`src/rrts_pkg.sv`:
```
// Shared types and constants of the round-robin task scheduler.
package rrts_pkg;

	localparam int NUM_TASKS = 64;
	localparam int ID_W      = 7;
	localparam int SLOT_W    = $clog2(NUM_TASKS);
	localparam int GRP       = 8;
	localparam int GRP_W     = $clog2(GRP);
	localparam int NUM_GRP   = NUM_TASKS / GRP;
	localparam int REFS_W    = 7;
	localparam int QLEN_W    = 16;
	localparam int REASON_W  = 8;

	localparam logic [ID_W-1:0]   IDLE_ID   = 7'd0;
	localparam logic [ID_W-1:0]   PROT_ID   = 7'd1;
	localparam logic [ID_W-1:0]   MAX_ID    = ID_W'(NUM_TASKS);
	localparam logic [REFS_W-1:0] REFS_MAX  = 7'd127;
	localparam logic [QLEN_W-1:0] QLEN_RST  = 16'd20;

	typedef enum logic [2:0] {
		OP_CREATE  = 3'd0,
		OP_BLOCK   = 3'd1,
		OP_RESUME  = 3'd2,
		OP_SWITCH  = 3'd3,
		OP_DESTROY = 3'd4,
		OP_EXIT    = 3'd5
	} op_t;

	typedef enum logic [2:0] {
		STAT_OK   = 3'd0,
		STAT_FULL = 3'd1,
		STAT_PROT = 3'd2,
		STAT_REFD = 3'd3,
		STAT_BAD  = 3'd4
	} stat_t;

	// Micro-operation that the datapath performs in the current cycle
	typedef enum logic [3:0] {
		MOP_IDLE,
		MOP_READ,
		MOP_CHECK,
		MOP_CR_A,
		MOP_CR_B,
		MOP_BLK,
		MOP_RES,
		MOP_DS_A,
		MOP_DS_B,
		MOP_EX,
		MOP_SW_RD,
		MOP_SW_UL,
		MOP_SW_PU,
		MOP_DONE
	} mop_t;

	typedef enum logic [3:0] {
		S_IDLE,
		S_READ,
		S_CHECK,
		S_CR_A,
		S_CR_B,
		S_BLK,
		S_RES,
		S_DS_A,
		S_DS_B,
		S_EX,
		S_SW_RD,
		S_SW_UL,
		S_SW_PU,
		S_DONE
	} state_t;

	typedef struct packed {
		mop_t mop;
		logic load;
		logic emit;
	} cmd_t;

	typedef struct packed {
		op_t  op;
		logic fail;
	} sts_t;

endpackage

```
`src/rrts_ctrl.sv`:
```
// Controller state machine that sequences one scheduler item through the datapath.
module rrts_ctrl (
	input  logic            clk,
	input  logic            arst_n,
	input  logic            in_valid,
	output logic            in_stall,
	output logic            out_valid,
	input  logic            out_stall,
	input  rrts_pkg::sts_t  sts,
	output rrts_pkg::cmd_t  cmd
);

	rrts_pkg::state_t state_q, state_nxt;
	logic out_valid_q;
	logic out_free;

	assign out_free  = !(out_valid_q && out_stall);
	assign out_valid = out_valid_q;

	// Advance state
	always_ff @(posedge clk or negedge arst_n) begin
		if (!arst_n) begin
			state_q <= rrts_pkg::S_IDLE;
		end else begin
			state_q <= state_nxt;
		end
	end

	// Hold the result until the consumer takes it
	always_ff @(posedge clk or negedge arst_n) begin
		if (!arst_n) begin
			out_valid_q <= 1'b0;
		end else if (cmd.emit) begin
			out_valid_q <= 1'b1;
		end else if (out_valid_q && !out_stall) begin
			out_valid_q <= 1'b0;
		end
	end

	// Next state
	always_comb begin
		state_nxt = state_q;
		unique case (state_q)
			rrts_pkg::S_IDLE: begin
				if (in_valid) state_nxt = rrts_pkg::S_READ;
			end
			rrts_pkg::S_READ: state_nxt = rrts_pkg::S_CHECK;
			rrts_pkg::S_CHECK: begin
				if (sts.fail) begin
					state_nxt = rrts_pkg::S_DONE;
				end else begin
					unique case (sts.op)
						rrts_pkg::OP_CREATE:  state_nxt = rrts_pkg::S_CR_A;
						rrts_pkg::OP_BLOCK:   state_nxt = rrts_pkg::S_BLK;
						rrts_pkg::OP_RESUME:  state_nxt = rrts_pkg::S_RES;
						rrts_pkg::OP_SWITCH:  state_nxt = rrts_pkg::S_SW_RD;
						rrts_pkg::OP_DESTROY: state_nxt = rrts_pkg::S_DS_A;
						rrts_pkg::OP_EXIT:    state_nxt = rrts_pkg::S_EX;
						default:              state_nxt = rrts_pkg::S_DONE;
					endcase
				end
			end
			rrts_pkg::S_CR_A:  state_nxt = rrts_pkg::S_CR_B;
			rrts_pkg::S_CR_B:  state_nxt = rrts_pkg::S_DONE;
			rrts_pkg::S_BLK:   state_nxt = rrts_pkg::S_DONE;
			rrts_pkg::S_RES:   state_nxt = rrts_pkg::S_DONE;
			rrts_pkg::S_DS_A:  state_nxt = rrts_pkg::S_DS_B;
			rrts_pkg::S_DS_B:  state_nxt = rrts_pkg::S_DONE;
			rrts_pkg::S_EX:    state_nxt = rrts_pkg::S_SW_RD;
			rrts_pkg::S_SW_RD: state_nxt = rrts_pkg::S_SW_UL;
			rrts_pkg::S_SW_UL: state_nxt = rrts_pkg::S_SW_PU;
			rrts_pkg::S_SW_PU: state_nxt = rrts_pkg::S_DONE;
			rrts_pkg::S_DONE: begin
				if (out_free) state_nxt = rrts_pkg::S_IDLE;
			end
			default: state_nxt = rrts_pkg::S_IDLE;
		endcase
	end

	// Drive commands
	always_comb begin
		in_stall = (state_q != rrts_pkg::S_IDLE);
		cmd.load = (state_q == rrts_pkg::S_IDLE) && in_valid;
		cmd.emit = (state_q == rrts_pkg::S_DONE) && out_free;
		unique case (state_q)
			rrts_pkg::S_IDLE:  cmd.mop = rrts_pkg::MOP_IDLE;
			rrts_pkg::S_READ:  cmd.mop = rrts_pkg::MOP_READ;
			rrts_pkg::S_CHECK: cmd.mop = rrts_pkg::MOP_CHECK;
			rrts_pkg::S_CR_A:  cmd.mop = rrts_pkg::MOP_CR_A;
			rrts_pkg::S_CR_B:  cmd.mop = rrts_pkg::MOP_CR_B;
			rrts_pkg::S_BLK:   cmd.mop = rrts_pkg::MOP_BLK;
			rrts_pkg::S_RES:   cmd.mop = rrts_pkg::MOP_RES;
			rrts_pkg::S_DS_A:  cmd.mop = rrts_pkg::MOP_DS_A;
			rrts_pkg::S_DS_B:  cmd.mop = rrts_pkg::MOP_DS_B;
			rrts_pkg::S_EX:    cmd.mop = rrts_pkg::MOP_EX;
			rrts_pkg::S_SW_RD: cmd.mop = rrts_pkg::MOP_SW_RD;
			rrts_pkg::S_SW_UL: cmd.mop = rrts_pkg::MOP_SW_UL;
			rrts_pkg::S_SW_PU: cmd.mop = rrts_pkg::MOP_SW_PU;
			rrts_pkg::S_DONE:  cmd.mop = rrts_pkg::MOP_DONE;
			default:           cmd.mop = rrts_pkg::MOP_IDLE;
		endcase
	end

endmodule

```
`src/rrts_datapath.sv`:
```
// Datapath of the scheduler: task tables, run queue links, free-slot search and result register.
module rrts_datapath (
	input  logic                          clk,
	input  logic                          arst_n,
	input  rrts_pkg::cmd_t                cmd,
	output rrts_pkg::sts_t                sts,
	input  logic                          quantum_length_wr_en,
	input  logic [rrts_pkg::QLEN_W-1:0]   quantum_length_wr_data,
	input  logic [2:0]                    opcode,
	input  logic [rrts_pkg::ID_W-1:0]     target_task,
	input  logic [rrts_pkg::ID_W-1:0]     pager_id,
	input  logic [rrts_pkg::REASON_W-1:0] exit_reason,
	output logic [2:0]                    status,
	output logic [rrts_pkg::ID_W-1:0]     created_task,
	output logic [rrts_pkg::ID_W-1:0]     running_task,
	output logic [rrts_pkg::QLEN_W-1:0]   quantum_reload,
	output logic                          notify_valid,
	output logic [rrts_pkg::ID_W-1:0]     notify_pager,
	output logic [rrts_pkg::REASON_W-1:0] notify_reason
);

	localparam int N  = rrts_pkg::NUM_TASKS;
	localparam int IW = rrts_pkg::ID_W;
	localparam int SW = rrts_pkg::SLOT_W;
	localparam int RW = rrts_pkg::REFS_W;

	function automatic logic in_range(input logic [IW-1:0] id);
		in_range = (id != rrts_pkg::IDLE_ID) && (id <= rrts_pkg::MAX_ID);
	endfunction

	function automatic logic [SW-1:0] slot(input logic [IW-1:0] id);
		slot = SW'(id - IW'(1));
	endfunction

	// Captured item
	rrts_pkg::op_t                op_q;
	logic [IW-1:0]                tgt_q, pg_q;
	logic [rrts_pkg::REASON_W-1:0] reason_q;

	// Control state
	logic [N-1:0]                 used_q, linked_q;
	logic [IW-1:0]                head_q, tail_q, cur_q;
	logic [rrts_pkg::QLEN_W-1:0]  qlen_q;

	// Table memories
	logic                         run_mem   [N];
	logic [IW-1:0]                pager_mem [N];
	logic [RW-1:0]                refs_mem  [N];
	logic [IW-1:0]                next_mem  [N];
	logic [IW-1:0]                prev_mem  [N];
	logic                         rd_run_q;
	logic [IW-1:0]                rd_pager_q, rd_next_q, rd_prev_q;
	logic [RW-1:0]                rd_refs_q;

	// Free-slot search tree
	logic                         grp_any [rrts_pkg::NUM_GRP];
	logic [rrts_pkg::GRP_W-1:0]   grp_low [rrts_pkg::NUM_GRP];
	logic                         grp_any_s1 [rrts_pkg::NUM_GRP];
	logic [rrts_pkg::GRP_W-1:0]   grp_low_s1 [rrts_pkg::NUM_GRP];
	logic                         tree_any;
	logic [IW-1:0]                tree_tid;

	// Working registers
	rrts_pkg::stat_t              stat_q;
	logic [IW-1:0]                tid_q, pgv_q, created_q, swnext_q;
	logic                         swpush_q;
	logic [rrts_pkg::QLEN_W-1:0]  quantum_q;
	logic                         nvalid_q;
	logic [IW-1:0]                npager_q;
	logic [rrts_pkg::REASON_W-1:0] nreason_q;

	// Result register
	rrts_pkg::stat_t              out_status_q;
	logic [IW-1:0]                out_created_q, out_running_q, out_npager_q;
	logic [rrts_pkg::QLEN_W-1:0]  out_quantum_q;
	logic                         out_nvalid_q;
	logic [rrts_pkg::REASON_W-1:0] out_nreason_q;

	// Combinational
	logic [IW-1:0]                obj;
	logic                         obj_live, cur_run;
	rrts_pkg::stat_t              chk_stat;
	logic                         en_run, en_pager, en_refs, en_next, en_prev;
	logic [SW-1:0]                ra_run, ra_pager, ra_refs, ra_next, ra_prev;
	logic                         ul_en, pu_en;
	logic [IW-1:0]                ul_t, ul_p, ul_n, pu_t;
	logic                         run_we, pager_we, refs_we, next_we, prev_we;
	logic [SW-1:0]                run_wa, pager_wa, refs_wa, next_wa, prev_wa;
	logic                         run_wd;
	logic [IW-1:0]                pager_wd, next_wd, prev_wd;
	logic [RW-1:0]                refs_wd;
	logic [IW-1:0]                sw_next;

	assign obj      = (op_q == rrts_pkg::OP_EXIT) ? cur_q : tgt_q;
	assign obj_live = in_range(obj) && used_q[slot(obj)];
	assign cur_run  = (cur_q != rrts_pkg::IDLE_ID) && used_q[slot(cur_q)] && rd_run_q;
	assign sw_next  = (head_q != rrts_pkg::IDLE_ID) ? head_q :
	                  (cur_run ? cur_q : rrts_pkg::IDLE_ID);

	// Report the decoded item to the controller
	assign sts.op   = op_q;
	assign sts.fail = (chk_stat != rrts_pkg::STAT_OK);

	// Capture the item and the quantum register
	always_ff @(posedge clk) begin
		if (cmd.load) begin
			op_q     <= rrts_pkg::op_t'(opcode);
			tgt_q    <= target_task;
			pg_q     <= pager_id;
			reason_q <= exit_reason;
		end
	end

	always_ff @(posedge clk or negedge arst_n) begin
		if (!arst_n) begin
			qlen_q <= rrts_pkg::QLEN_RST;
		end else if (quantum_length_wr_en) begin
			qlen_q <= quantum_length_wr_data;
		end
	end

	// Select read addresses per step
	always_comb begin
		en_run   = 1'b0;
		en_pager = 1'b0;
		en_refs  = 1'b0;
		en_next  = 1'b0;
		en_prev  = 1'b0;
		ra_run   = slot(obj);
		ra_pager = slot(obj);
		ra_next  = slot(obj);
		ra_prev  = slot(obj);
		ra_refs  = (op_q == rrts_pkg::OP_CREATE) ? slot(pg_q) : slot(obj);
		case (cmd.mop)
			rrts_pkg::MOP_READ: begin
				en_run   = 1'b1;
				en_pager = 1'b1;
				en_refs  = 1'b1;
				en_next  = 1'b1;
				en_prev  = 1'b1;
			end
			rrts_pkg::MOP_DS_A: begin
				en_refs = 1'b1;
				ra_refs = slot(rd_pager_q);
			end
			rrts_pkg::MOP_SW_RD: begin
				en_next = 1'b1;
				ra_next = slot(head_q);
				en_run  = 1'b1;
				ra_run  = slot(cur_q);
			end
			default: ;
		endcase
	end

	// Validate the item
	always_comb begin
		case (op_q)
			rrts_pkg::OP_CREATE:
				chk_stat = tree_any ? rrts_pkg::STAT_OK : rrts_pkg::STAT_FULL;
			rrts_pkg::OP_BLOCK:
				chk_stat = (obj_live && rd_run_q) ? rrts_pkg::STAT_OK : rrts_pkg::STAT_BAD;
			rrts_pkg::OP_RESUME:
				chk_stat = (obj_live && !rd_run_q) ? rrts_pkg::STAT_OK : rrts_pkg::STAT_BAD;
			rrts_pkg::OP_SWITCH:
				chk_stat = rrts_pkg::STAT_OK;
			rrts_pkg::OP_DESTROY: begin
				if (!obj_live || tgt_q == cur_q)        chk_stat = rrts_pkg::STAT_BAD;
				else if (tgt_q == rrts_pkg::PROT_ID)   chk_stat = rrts_pkg::STAT_PROT;
				else if (rd_refs_q != '0)              chk_stat = rrts_pkg::STAT_REFD;
				else                                   chk_stat = rrts_pkg::STAT_OK;
			end
			rrts_pkg::OP_EXIT:
				chk_stat = obj_live ? rrts_pkg::STAT_OK : rrts_pkg::STAT_BAD;
			default:
				chk_stat = rrts_pkg::STAT_BAD;
		endcase
	end

	// Find the lowest free slot inside each group
	always_comb begin
		for (int g = 0; g < rrts_pkg::NUM_GRP; g++) begin
			grp_any[g] = 1'b0;
			grp_low[g] = '0;
			for (int b = rrts_pkg::GRP - 1; b >= 0; b--) begin
				if (!used_q[g*rrts_pkg::GRP + b]) begin
					grp_any[g] = 1'b1;
					grp_low[g] = rrts_pkg::GRP_W'(b);
				end
			end
		end
	end

	always_ff @(posedge clk) begin
		if (cmd.mop == rrts_pkg::MOP_READ) begin
			for (int g = 0; g < rrts_pkg::NUM_GRP; g++) begin
				grp_any_s1[g] <= grp_any[g];
				grp_low_s1[g] <= grp_low[g];
			end
		end
	end

	// Pick the first group with a free slot
	always_comb begin
		tree_any = 1'b0;
		tree_tid = '0;
		for (int g = rrts_pkg::NUM_GRP - 1; g >= 0; g--) begin
			if (grp_any_s1[g]) begin
				tree_any = 1'b1;
				tree_tid = IW'({(SW - rrts_pkg::GRP_W)'(g), grp_low_s1[g]}) + IW'(1);
			end
		end
	end

	// Queue link and push requests
	always_comb begin
		ul_en = 1'b0;
		ul_t  = obj;
		ul_p  = (obj == head_q) ? rrts_pkg::IDLE_ID : rd_prev_q;
		ul_n  = (obj == tail_q) ? rrts_pkg::IDLE_ID : rd_next_q;
		pu_en = 1'b0;
		pu_t  = obj;
		case (cmd.mop)
			rrts_pkg::MOP_BLK,
			rrts_pkg::MOP_DS_A,
			rrts_pkg::MOP_EX:    ul_en = linked_q[slot(obj)];
			rrts_pkg::MOP_RES:   pu_en = !linked_q[slot(obj)];
			rrts_pkg::MOP_CR_B: begin
				pu_en = 1'b1;
				pu_t  = tid_q;
			end
			rrts_pkg::MOP_SW_UL: begin
				ul_en = (head_q != rrts_pkg::IDLE_ID);
				ul_t  = head_q;
				ul_p  = rrts_pkg::IDLE_ID;
				ul_n  = (head_q == tail_q) ? rrts_pkg::IDLE_ID : rd_next_q;
			end
			rrts_pkg::MOP_SW_PU: begin
				pu_en = swpush_q;
				pu_t  = cur_q;
			end
			default: ;
		endcase
	end

	// Memory write ports
	always_comb begin
		next_we  = 1'b0;
		next_wa  = slot(ul_p);
		next_wd  = ul_n;
		prev_we  = 1'b0;
		prev_wa  = slot(ul_n);
		prev_wd  = ul_p;
		if (ul_en) begin
			next_we = (ul_p != rrts_pkg::IDLE_ID);
			prev_we = (ul_n != rrts_pkg::IDLE_ID);
		end else if (pu_en) begin
			next_we = (tail_q != rrts_pkg::IDLE_ID);
			next_wa = slot(tail_q);
			next_wd = pu_t;
			prev_we = 1'b1;
			prev_wa = slot(pu_t);
			prev_wd = tail_q;
		end

		run_we   = 1'b0;
		run_wa   = slot(obj);
		run_wd   = 1'b0;
		pager_we = 1'b0;
		pager_wa = slot(tid_q);
		pager_wd = pgv_q;
		refs_we  = 1'b0;
		refs_wa  = slot(tid_q);
		refs_wd  = '0;
		case (cmd.mop)
			rrts_pkg::MOP_CR_A: begin
				run_we   = 1'b1;
				run_wa   = slot(tid_q);
				run_wd   = 1'b1;
				pager_we = 1'b1;
				refs_we  = 1'b1;
			end
			rrts_pkg::MOP_CR_B: begin
				refs_we = (pgv_q != rrts_pkg::IDLE_ID) && (rd_refs_q != rrts_pkg::REFS_MAX);
				refs_wa = slot(pgv_q);
				refs_wd = rd_refs_q + RW'(1);
			end
			rrts_pkg::MOP_BLK,
			rrts_pkg::MOP_EX:    run_we = 1'b1;
			rrts_pkg::MOP_RES: begin
				run_we = 1'b1;
				run_wd = 1'b1;
			end
			rrts_pkg::MOP_DS_B: begin
				refs_we = (rd_pager_q != rrts_pkg::IDLE_ID) && (rd_refs_q != '0);
				refs_wa = slot(rd_pager_q);
				refs_wd = rd_refs_q - RW'(1);
			end
			default: ;
		endcase
	end

	// Write and read the table memories
	always_ff @(posedge clk) begin
		if (run_we)   run_mem[run_wa]     <= run_wd;
		if (pager_we) pager_mem[pager_wa] <= pager_wd;
		if (refs_we)  refs_mem[refs_wa]   <= refs_wd;
		if (next_we)  next_mem[next_wa]   <= next_wd;
		if (prev_we)  prev_mem[prev_wa]   <= prev_wd;
		if (en_run)   rd_run_q   <= run_mem[ra_run];
		if (en_pager) rd_pager_q <= pager_mem[ra_pager];
		if (en_refs)  rd_refs_q  <= refs_mem[ra_refs];
		if (en_next)  rd_next_q  <= next_mem[ra_next];
		if (en_prev)  rd_prev_q  <= prev_mem[ra_prev];
	end

	// Update slot flags, queue ends and the running task
	always_ff @(posedge clk or negedge arst_n) begin
		if (!arst_n) begin
			used_q   <= '0;
			linked_q <= '0;
			head_q   <= rrts_pkg::IDLE_ID;
			tail_q   <= rrts_pkg::IDLE_ID;
			cur_q    <= rrts_pkg::IDLE_ID;
		end else begin
			if (ul_en) begin
				if (ul_p == rrts_pkg::IDLE_ID) head_q <= ul_n;
				if (ul_n == rrts_pkg::IDLE_ID) tail_q <= ul_p;
				linked_q[slot(ul_t)] <= 1'b0;
			end else if (pu_en) begin
				if (tail_q == rrts_pkg::IDLE_ID) head_q <= pu_t;
				tail_q <= pu_t;
				linked_q[slot(pu_t)] <= 1'b1;
			end
			if (cmd.mop == rrts_pkg::MOP_CR_A) used_q[slot(tid_q)] <= 1'b1;
			if (cmd.mop == rrts_pkg::MOP_DS_A) used_q[slot(obj)]   <= 1'b0;
			if (cmd.mop == rrts_pkg::MOP_SW_PU) cur_q <= swnext_q;
		end
	end

	// Working registers for the current item
	always_ff @(posedge clk) begin
		if (cmd.load) begin
			quantum_q <= '0;
			nvalid_q  <= 1'b0;
			npager_q  <= rrts_pkg::IDLE_ID;
			nreason_q <= '0;
		end
		if (cmd.mop == rrts_pkg::MOP_CHECK) begin
			stat_q    <= chk_stat;
			tid_q     <= tree_tid;
			pgv_q     <= (in_range(pg_q) && used_q[slot(pg_q)]) ? pg_q : rrts_pkg::IDLE_ID;
			created_q <= (op_q == rrts_pkg::OP_CREATE && tree_any) ? tree_tid
			                                                        : rrts_pkg::IDLE_ID;
		end
		if (cmd.mop == rrts_pkg::MOP_EX && rd_pager_q != rrts_pkg::IDLE_ID) begin
			nvalid_q  <= 1'b1;
			npager_q  <= rd_pager_q;
			nreason_q <= reason_q;
		end
		// Re-queue the previous task only when it is not already queued
		if (cmd.mop == rrts_pkg::MOP_SW_UL) begin
			swnext_q  <= sw_next;
			swpush_q  <= (sw_next != cur_q) && cur_run && !linked_q[slot(cur_q)];
			quantum_q <= (sw_next != rrts_pkg::IDLE_ID) ? qlen_q : '0;
		end
	end

	// Load the result register
	always_ff @(posedge clk) begin
		if (cmd.emit) begin
			out_status_q  <= stat_q;
			out_created_q <= created_q;
			out_running_q <= cur_q;
			out_quantum_q <= quantum_q;
			out_nvalid_q  <= nvalid_q;
			out_npager_q  <= npager_q;
			out_nreason_q <= nreason_q;
		end
	end

	assign status         = out_status_q;
	assign created_task   = out_created_q;
	assign running_task   = out_running_q;
	assign quantum_reload = out_quantum_q;
	assign notify_valid   = out_nvalid_q;
	assign notify_pager   = out_npager_q;
	assign notify_reason  = out_nreason_q;

endmodule

```
`src/round_robin_task_scheduler_core.sv`:
```
// Each item steps through READ, CHECK and the states of its operation to DONE; bad items
// go from CHECK straight to DONE, and exit runs EX before the switch states. One item is
// in flight at a time; the table memories' single ports set the steps.
// A finished result sits in an output register, and the next item is accepted meanwhile.
// Reset (arst_n low) empties the task table and run queue, makes idle the running task
// and sets the quantum to 20; no clearing pass is needed.
module round_robin_task_scheduler_core (
	input  logic                          clk,
	input  logic                          arst_n,
	input  logic                          quantum_length_wr_en,
	input  logic [rrts_pkg::QLEN_W-1:0]   quantum_length_wr_data,
	input  logic                          in_valid,
	output logic                          in_stall,
	input  logic [2:0]                    opcode,
	input  logic [rrts_pkg::ID_W-1:0]     target_task,
	input  logic [rrts_pkg::ID_W-1:0]     pager_id,
	input  logic [rrts_pkg::REASON_W-1:0] exit_reason,
	output logic                          out_valid,
	input  logic                          out_stall,
	output logic [2:0]                    status,
	output logic [rrts_pkg::ID_W-1:0]     created_task,
	output logic [rrts_pkg::ID_W-1:0]     running_task,
	output logic [rrts_pkg::QLEN_W-1:0]   quantum_reload,
	output logic                          notify_valid,
	output logic [rrts_pkg::ID_W-1:0]     notify_pager,
	output logic [rrts_pkg::REASON_W-1:0] notify_reason
);

	rrts_pkg::cmd_t cmd;
	rrts_pkg::sts_t sts;

	rrts_ctrl u_ctrl (
		.clk       (clk),
		.arst_n    (arst_n),
		.in_valid  (in_valid),
		.in_stall  (in_stall),
		.out_valid (out_valid),
		.out_stall (out_stall),
		.sts       (sts),
		.cmd       (cmd)
	);

	rrts_datapath u_dp (
		.clk                    (clk),
		.arst_n                 (arst_n),
		.cmd                    (cmd),
		.sts                    (sts),
		.quantum_length_wr_en   (quantum_length_wr_en),
		.quantum_length_wr_data (quantum_length_wr_data),
		.opcode                 (opcode),
		.target_task            (target_task),
		.pager_id               (pager_id),
		.exit_reason            (exit_reason),
		.status                 (status),
		.created_task           (created_task),
		.running_task           (running_task),
		.quantum_reload         (quantum_reload),
		.notify_valid           (notify_valid),
		.notify_pager           (notify_pager),
		.notify_reason          (notify_reason)
	);

endmodule

```
`config.mk`:
```
export PLATFORM = sky130hd
export DESIGN_NAME = round_robin_task_scheduler_core
export DESIGN_NICKNAME = d
export VERILOG_FILES = /design/src/rrts_pkg.sv /design/src/rrts_ctrl.sv /design/src/rrts_datapath.sv /design/src/round_robin_task_scheduler_core.sv
export SDC_FILE = /design/constraint.sdc
export NUM_CORES = 2
export LEC_CHECK = 0
export BUFFER_PORTS_ARGS = -buffer_cell sky130_fd_sc_hd__buf_2
export CORE_ASPECT_RATIO = 1.5
export CORE_MARGIN = 1
export CORE_UTILIZATION = 66
export DETAILED_ROUTE_END_ITERATION = 7
export PLACE_DENSITY_LB_ADDON = 0.15
export SLEW_MARGIN = 30
export SYNTH_ARGS = -nofsm -noshare
export SYNTH_HDL_FRONTEND = slang
export SYNTH_SLANG_ARGS = --single-unit
export TNS_END_PERCENT = 5
```
`constraint.sdc`:
```
create_clock -name clk -period 16.15 [get_ports clk]
set_clock_uncertainty 0.05 [all_clocks]
set_input_delay 0.8075 -clock clk [delete_from_list [all_inputs] [get_ports clk]]
set_output_delay 0.8075 -clock clk [all_outputs]
set_load 0.01 [all_outputs]
```
* Word-level counts from Yosys, hierarchy flattened
Memories as Yosys holds them, arrays and structs flattened. A register that Yosys moved wholly into a read port is not among the register bits.
Index checks and enable logic that the tools add are counted.
** Operators by class
- Add/subtract/negate cells :: 22
- Order comparisons :: 12
- Equality and inequality tests :: 41
- Mux-type cells :: 244
- Bitwise operators :: 6
- Reduce and logical (&&, ||, !) cells :: 61
** Operators by type and width (number)
- $mux W64 :: 4
- $mux W3 :: 69
- $mux W7 :: 29
- $and A64 B64 Y64 :: 2
- $not A64 Y64 :: 2
- $or A64 B64 Y64 :: 2
- $mux W1 :: 105
- $reduce_bool A7 Y1 :: 11
- $sub A6 B1 Y6 const B :: 12
- $mux W6 :: 10
- $mux W16 :: 3
- $eq A4 B4 Y1 const B :: 11
- $lt A6 B7 Y1 const B :: 6
- $pmux W4 S10 :: 1
- $eq A4 B3 Y1 const B :: 8
- $bmux W1 S6 :: 5
- $add A6 B1 Y7 const B :: 4
- $eq A7 B7 Y1 :: 4
- $pmux W7 S2 :: 2
- $demux W1 S6 :: 4
- $ge A6 B1 Y1 const B :: 4
- $pmux W4 S6 :: 1
- $logic_and A1 B1 Y1 :: 22
- $logic_not A7 Y1 :: 3
- other kinds (35) :: 62
** Storage, ports and cells
- Bits in registers :: 308
- Bits in writable memories :: 1888
- ROM bits :: 64
- Output and inout bits :: 51
- Logic and storage cells :: 423
- Memories :: 8
** Memories
- u_dp.next_mem :: depth 64, width 7, read ports 1, clocked after memory_dff 1, wr ports 1, line rrts_datapath.sv:49 : logic [IW-1:0] next_mem [N];
- u_dp.pager_mem :: depth 64, width 7, read ports 1, clocked after memory_dff 1, wr ports 1, line rrts_datapath.sv:47 : logic [IW-1:0] pager_mem [N];
- u_dp.prev_mem :: depth 64, width 7, read ports 1, clocked after memory_dff 1, wr ports 1, line rrts_datapath.sv:50 : logic [IW-1:0] prev_mem [N];
- u_dp.refs_mem :: depth 64, width 7, read ports 1, clocked after memory_dff 1, wr ports 1, line rrts_datapath.sv:48 : logic [RW-1:0] refs_mem [N];
- (no name shown) :: depth 16, width 4, read ports 1, clocked after memory_dff 0, wr ports 0, line rrts_ctrl.sv:85 : unique case (state_q)
- u_dp.run_mem :: depth 64, width 1, read ports 1, clocked after memory_dff 1, wr ports 1, line rrts_datapath.sv:46 : logic run_mem [N];
- +2 memories

* Longest topological paths before layout
An unclocked memory read counts as a cell.
- Depth in word-level cells :: 14
- Gate-level depth with buffers :: 25
- Mapped depth without buffers :: 15

* Hierarchy
From an unflattened synthesis, not the netlist that was laid out.
** Second synthesis, totals
- Cell total of the unflattened synthesis :: 7014
- Area, all modules :: 95759.3 sq um
** Modules (own cells, without submodules)
- rrts_datapath :: times used 1, cells each 6963, area an instance 95355.2 sq um, sequential area each 65830.6 sq um
- rrts_ctrl :: times used 1, cells each 51, area an instance 404.1 sq um, sequential area each 125.1 sq um

* Worst setup path before layout
Ideal clock, no wire load.
- Path kind :: register -> register
- Start :: register u_dp.op_q[1]
- End :: memory u_dp.prev_mem[0][4] (netlist name), data pin
- Setup time :: 721 ps
- Data arrival time :: 7383 ps
- Slack :: 7995 ps
- Stages on the path, launching flop included :: 24
- Path buffers :: 12
- Path through :: edfxtp_1 > and3b_1 > buf_2 > o21ai_2 > buf_4 > inv_1 > buf_4 > buf_2 > buf_2 > clkbuf_1 > buf_1 > ha_1 > clkbuf_1 > clkbuf_1 > clkbuf_1 > nand3_1 > o311ai_0 > nor4_1 > or3_1 > o21ai_1 > nand2_1 > buf_4 > clkbuf_1 > o31ai_1
** Between the ends
- Cells in the longest elaborated chain, start to end :: 9
- Elaborated cells on any way between the ends :: 13
** Ends and longest elaborated chain
- start, declared :: line rrts_datapath.sv:36 : rrts_pkg::op_t op_q;
- start signal, assigned :: line rrts_datapath.sv:107 : op_q <= rrts_pkg::op_t'(opcode);
- $eq A3 B3 Y1 * :: line rrts_datapath.sv:94 : assign obj = (op_q == rrts_pkg::OP_EXIT) ? cur_q : tgt_q;
- $mux W7 * :: line rrts_datapath.sv:94
- $sub A6 B1 Y6 :: line rrts_datapath.sv:32 : slot = SW'(id - IW'(1));
- $bmux W1 S6 :: line rrts_datapath.sv:226, rrts_datapath.sv:227
- $mux W1 (implied by the code) :: line rrts_datapath.sv:226, rrts_datapath.sv:227
- $logic_not A1 Y1 :: line rrts_datapath.sv:227 : rrts_pkg::MOP_RES: pu_en = !linked_q[slot(obj)];
- $pmux W1 S3 :: line rrts_datapath.sv:223 : case (cmd.mop)
- $mux W7 :: line rrts_datapath.sv:257 : end else if (pu_en) begin
- $mux W7 * :: line rrts_datapath.sv:254 : if (ul_en) begin
- via u_dp.prev_wd[4] :: line rrts_datapath.sv:90 : logic [IW-1:0] pager_wd, next_wd, prev_wd;
- end, declared :: line rrts_datapath.sv:50
The timed path passes the listed nets; every way through them passes the cells marked *. The select of a mux whose other input is x is not followed.

* Worst setup path after layout
- Start :: register u_dp.op_q[1]
- End :: memory u_dp.prev_mem[50][0] (netlist name) (enable)
** Between the ends
- Cells in the longest elaborated chain, start to end :: 11
- Elaborated cells on any way between the ends :: 21
** Ends and longest elaborated chain
- $eq A3 B3 Y1 * :: line rrts_datapath.sv:94
- $mux W7 * :: line rrts_datapath.sv:94
- $sub A6 B1 Y6 :: line rrts_datapath.sv:32
- $bmux W1 S6 :: line rrts_datapath.sv:226, rrts_datapath.sv:227
- $mux W1 (implied by the code) :: line rrts_datapath.sv:226, rrts_datapath.sv:227
- $logic_not A1 Y1 :: line rrts_datapath.sv:227
- $pmux W1 S3 :: line rrts_datapath.sv:223
- $mux W1 :: line rrts_datapath.sv:257
- $mux W1 :: line rrts_datapath.sv:254
- $mux W1 :: line rrts_datapath.sv:309 : if (prev_we) prev_mem[prev_wa] <= prev_wd;
- $mux W1 (implied by the code) :: line rrts_datapath.sv:309
Mark *: on every way between the ends. The rest lies on a longest branch, timed or not. The select of a mux whose other input is x is not followed.

==> key figures <==
Detailed routing
  – Total wire length: roughly 270 mm
  – Vias/cell: between 6 and 7
  – Drt drc: 0
  – Post-route ant nets: 0
  – Via count: about 64000
  – Routed len/inst: 28.5 um
  – 1st-iter DRT viols: around 9100
  – Drt first pass iters: 7

Hold path
  – HP Start: pager_id[2]
  – Min-Delay Endpoint: u_dp.pg_q[2]$_DFFE_PP_
  – Worst Hold Depth: 1
  – HP Class: input port to flip-flop

Critical path
  – Bufs and invs on worst path: 5
  – Reg-to-reg slack, setup: around 8 ns
  – Reg2reg start: u_dp.op_q[1]$_DFFE_PP_
  – Crit Path Max Fanout: 110
  – FF-to-FF path depth: 16
  – Required @ worst endpoint: 16.57 ns
  – CP startpoint kind: flip-flop
  – Reg-to-reg endpoint: u_dp.prev_mem[50][0]$_DFFE_PP_
  – CP cell instances: and3b_2 > o21ai_4 > buf_16 > inv_8 > ha_4 > buf_16 > buf_4 > nand2_1 > o221ai_1 > o22ai_1 > nor4_1 > a22oi_2 > buf_4 > o21ai_0 > o211ai_4 > nor3_1
  – Crit path max-delay family: simple AND/OR/NAND/NOR gates
  – CP max-delay cell: nor4_1
  – Worst EP arrival: about 8.6 ns
  – Worst setup path category: flip-flop to flip-flop
  – Critical path capture point type: flip-flop
  – Largest stage delay on the critical path: 0.93 ns

Pwr
  – Leak Pwr: about 36 nW
  – Maximum vdd ir drop: 0.250 mV
  – Power Dens Cells: approximately 170 mW/mm^2

Yosys
  – Top cells by area, synth: edfxtp_1 64%, nand2_1 5.2%, dfrtp_1 4.4%, mux4_2 4.4%, nand3_1 2.6%
  – Post-synthesis sequential area ratio: roughly 70%
  – Synth warnings: 0
  – Gate Count Post-Synth: 7294
  – Synth top area share: 64.1%
  – Post-Syn Nets: 7372
  – Syn Area/Cell: 13.2 sq um
  – Synth top cells by count: 2054 x edfxtp_1, 1325 x nand2_1, 499 x nand3_1
  – Top-count cell post-synth: edfxtp_1
  – Synth unique cells: roughly 100
  – Top FF cell, synth: edfxtp_1
  – FFs w/ async S/R, synth: approximately 7.6%
  – Cell taking the most area after synthesis: edfxtp_1
  – Post-Syn Area: 0.0962 sq mm
  – Synth Register Bits: approximately 2200
  – Post-synth EDFFs: 2054

CTS
  – # clock sinks: between 2000 and 2500
  – Total CTS buffers: 190
  – Worst-path clk slew: around 0.07 ns
  – Post-CTS Hold Buffers: 1
  – Worst-case clock buffer depth: 3
  – CTS tree: built
  – Post-CTS setup buffers: 0
  – Worst skew pair latency: between 0.8 and 0.9 ns
  – Root buffer cell: clkbuf_16
  – H-tree Lvls: 4
  – PostCTS Resize Cnt: 0

Placed design
  – HPWL after DPL: about 170 mm
  – Post-DP Area: 0.0988 sq mm
  – Dpl ws: 7.51 ns
  – Port Buffers: 96
  – Routability cong.: 1.02

Global route
  – Tot GR Track Use: 36.1%
  – Largest net degree at the start of global routing: around 230
  – Vias in the first global route: approximately 62000
  – Initial antenna violation count: 4
  – First-pass GRT wire length: between 300 and 400 mm
  – Gr ovfl total: 0

Floorplan
  – Starting Density: roughly 67%
  – Die Y-Extent: 470 um
  – Die Footprint: 0.147 sq mm
  – Core Box Area: between 0.1 and 0.15 sq mm
  – Row Count: between 150 and 200
  – I/O pin count: 97
  – Die X: approximately 310 um

Finish
  – Sequential cell area: between 0.06 and 0.07 sq mm
  – Final nets: 7322
  – Layout cell share with drive strength beyond 1: about an eighth
  – Fillers: between 9000 and 10000
  – Design Area, Final: about 0.11 sq mm
  – Multi-input logic area: approximately 0.029 sq mm
  – Layout area overhead: 9.43%

STA
  – Worst-margin pin slew: ~1.2 ns
  – Setup TNS: 0 ns
  – Final setup vio count: 0
  – RSZ-0062 raised after global routing: no
  – Final Hold Fails: 0
  – Hold slack: about 0.064 ns
  – Peak Freq: roughly 120 MHz
  – Final Max Slew Viols: 0
  – Worst Setup Slack, final: approximately 8 ns
  – Relative slew slack: a little under a quarter
  – Fin crit period: 8.19 ns
  – Final period util: between 50% and 60%

Status
  – Outcome: finished, final reports clean

Job
  – Max cap viols: 0
-- worst reg2reg max path, cell delays in order (launching register included) --
cell and delay (ns):
edfxtp_1 0.57, and3b_2 0.70, o21ai_4 0.27, buf_16 0.25
inv_8 0.50, ha_4 0.53, buf_16 0.33, buf_4 0.79
nand2_1 0.34, o221ai_1 0.30, o22ai_1 0.14, nor4_1 0.93
a22oi_2 0.09, buf_4 0.32, o21ai_0 0.46, o211ai_4 0.38
nor3_1 0.86
-- per-stage QoR --
stage / instances / util (%) / power, mW
6_report: 9308 / 72.8 / 17.6
5_1_grt: 9307 / 72.8 / 18.1
4_1_cts: 9304 / 72.6 / 17.4
3_5_place_dp: 8951 / 68.3 / 12.9
3_3_place_gp: 8948 / 68.2 / 12.8
2_1_floorplan: 7294 / - / 10.8
-- cell type report --
cell class / instances / area share, %
antenna: 1 / 0.00238
clock buffer: 247 / 4.95
clock inverter: 105 / 0.984
inverter: 55 / 0.208
multi-input combinational: 4543 / 27.4
sequential: 2225 / 62.7
tap: 1903 / 2.26
timing repair buffer: 229 / 1.56
-- power by group --
group          internal, mW  leakage, nW  switching [mW]  total [mW]
registers              7.29         20.9           0.310        7.60
clock network          2.56         3.05            2.06        4.61
logic                  1.45         11.5            3.91        5.36
-- worst max path at each step --
stage | from | endpoint | slack [ns] | cells after the start
6_report | u_dp.op_q[1]$_DFFE_PP_ | u_dp.prev_mem[50][0]$_DFFE_PP_ | 7.96 | 16
5_1_grt | u_dp.op_q[2]$_DFFE_PP_ | u_dp.prev_mem[54][1]$_DFFE_PP_ | 7.71 | 16
4_1_cts | u_dp.op_q[1]$_DFFE_PP_ | u_dp.prev_mem[14][6]$_DFFE_PP_ | 7.49 | 17
3_5_place_dp | u_dp.op_q[1]$_DFFE_PP_ | u_dp.prev_mem[14][1]$_DFFE_PP_ | 7.51 | 17
3_3_place_gp | u_dp.op_q[2]$_DFFE_PP_ | u_dp.prev_mem[14][3]$_DFFE_PP_ | 7.35 | 16
2_1_floorplan | u_dp.op_q[1]$_DFFE_PP_ | u_dp.prev_mem[0][4]$_DFFE_PP_ | 8.00 | 23
-- kinds of logic after synthesis --
| family | count (synthesis) | synth area share, % |
|---|---|---|
| AO/OA/AOI/OAI | 1214 | 8.38 |
| adder cells (fa/ha/maj) | 32 | 0.424 |
| buffers and inverters | 526 | 2.20 |
| flip-flops | 2225 | 68.6 |
| XOR/XNOR | 111 | 1.02 |
| AND/OR/NAND/NOR | 2838 | 13.2 |
| multiplexers | 348 | 6.16 |
-- sequential cells by signal, summed over array words and instances, names as in the netlist, 8 cells and up --
register and count:
u_dp.reason_q 8, u_dp.pager_mem 448, u_dp.refs_mem 448, u_dp.run_mem 64, u_dp.next_mem 448, u_dp.quantum_q 16
u_dp.quantum_reload 16, u_dp.used_q 64, u_dp.prev_mem 448, u_dp.nreason_q 8, u_dp.linked_q 64, u_dp.notify_reason 8
u_dp.grp_low_s1 24, u_dp.qlen_q 16, u_dp.grp_any_s1 8
-- cell usage in the layout, fill, tap and decap left out, types with 43 or more instances in the layout --
cell type and n:
a211oi_1 240, a21oi_1 188, a311oi_1 62, a31oi_1 181, and2_1 141, and3_1 131, buf_2 96, buf_4 119
clkbuf_16 198, dfrtp_1 167, edfxtp_1 2054, inv_1 49, mux2_2 43, mux2i_1 102, mux4_2 186, nand2_1 1323
nand3_1 499, nor2_1 384, nor2b_1 61, nor3_1 86, o21ai_0 201, o22ai_1 68, xnor2_1 57, xor2_1 51
-- per-layer routing --
layer	GRT usage (%)	part of all wire (%)
met1	46.6	35
met2	56.3	47
met3	8.15	11
met4	21.7	6.6
met5	0	0.026
Note: power is estimated with default switching activity, not from simulation.
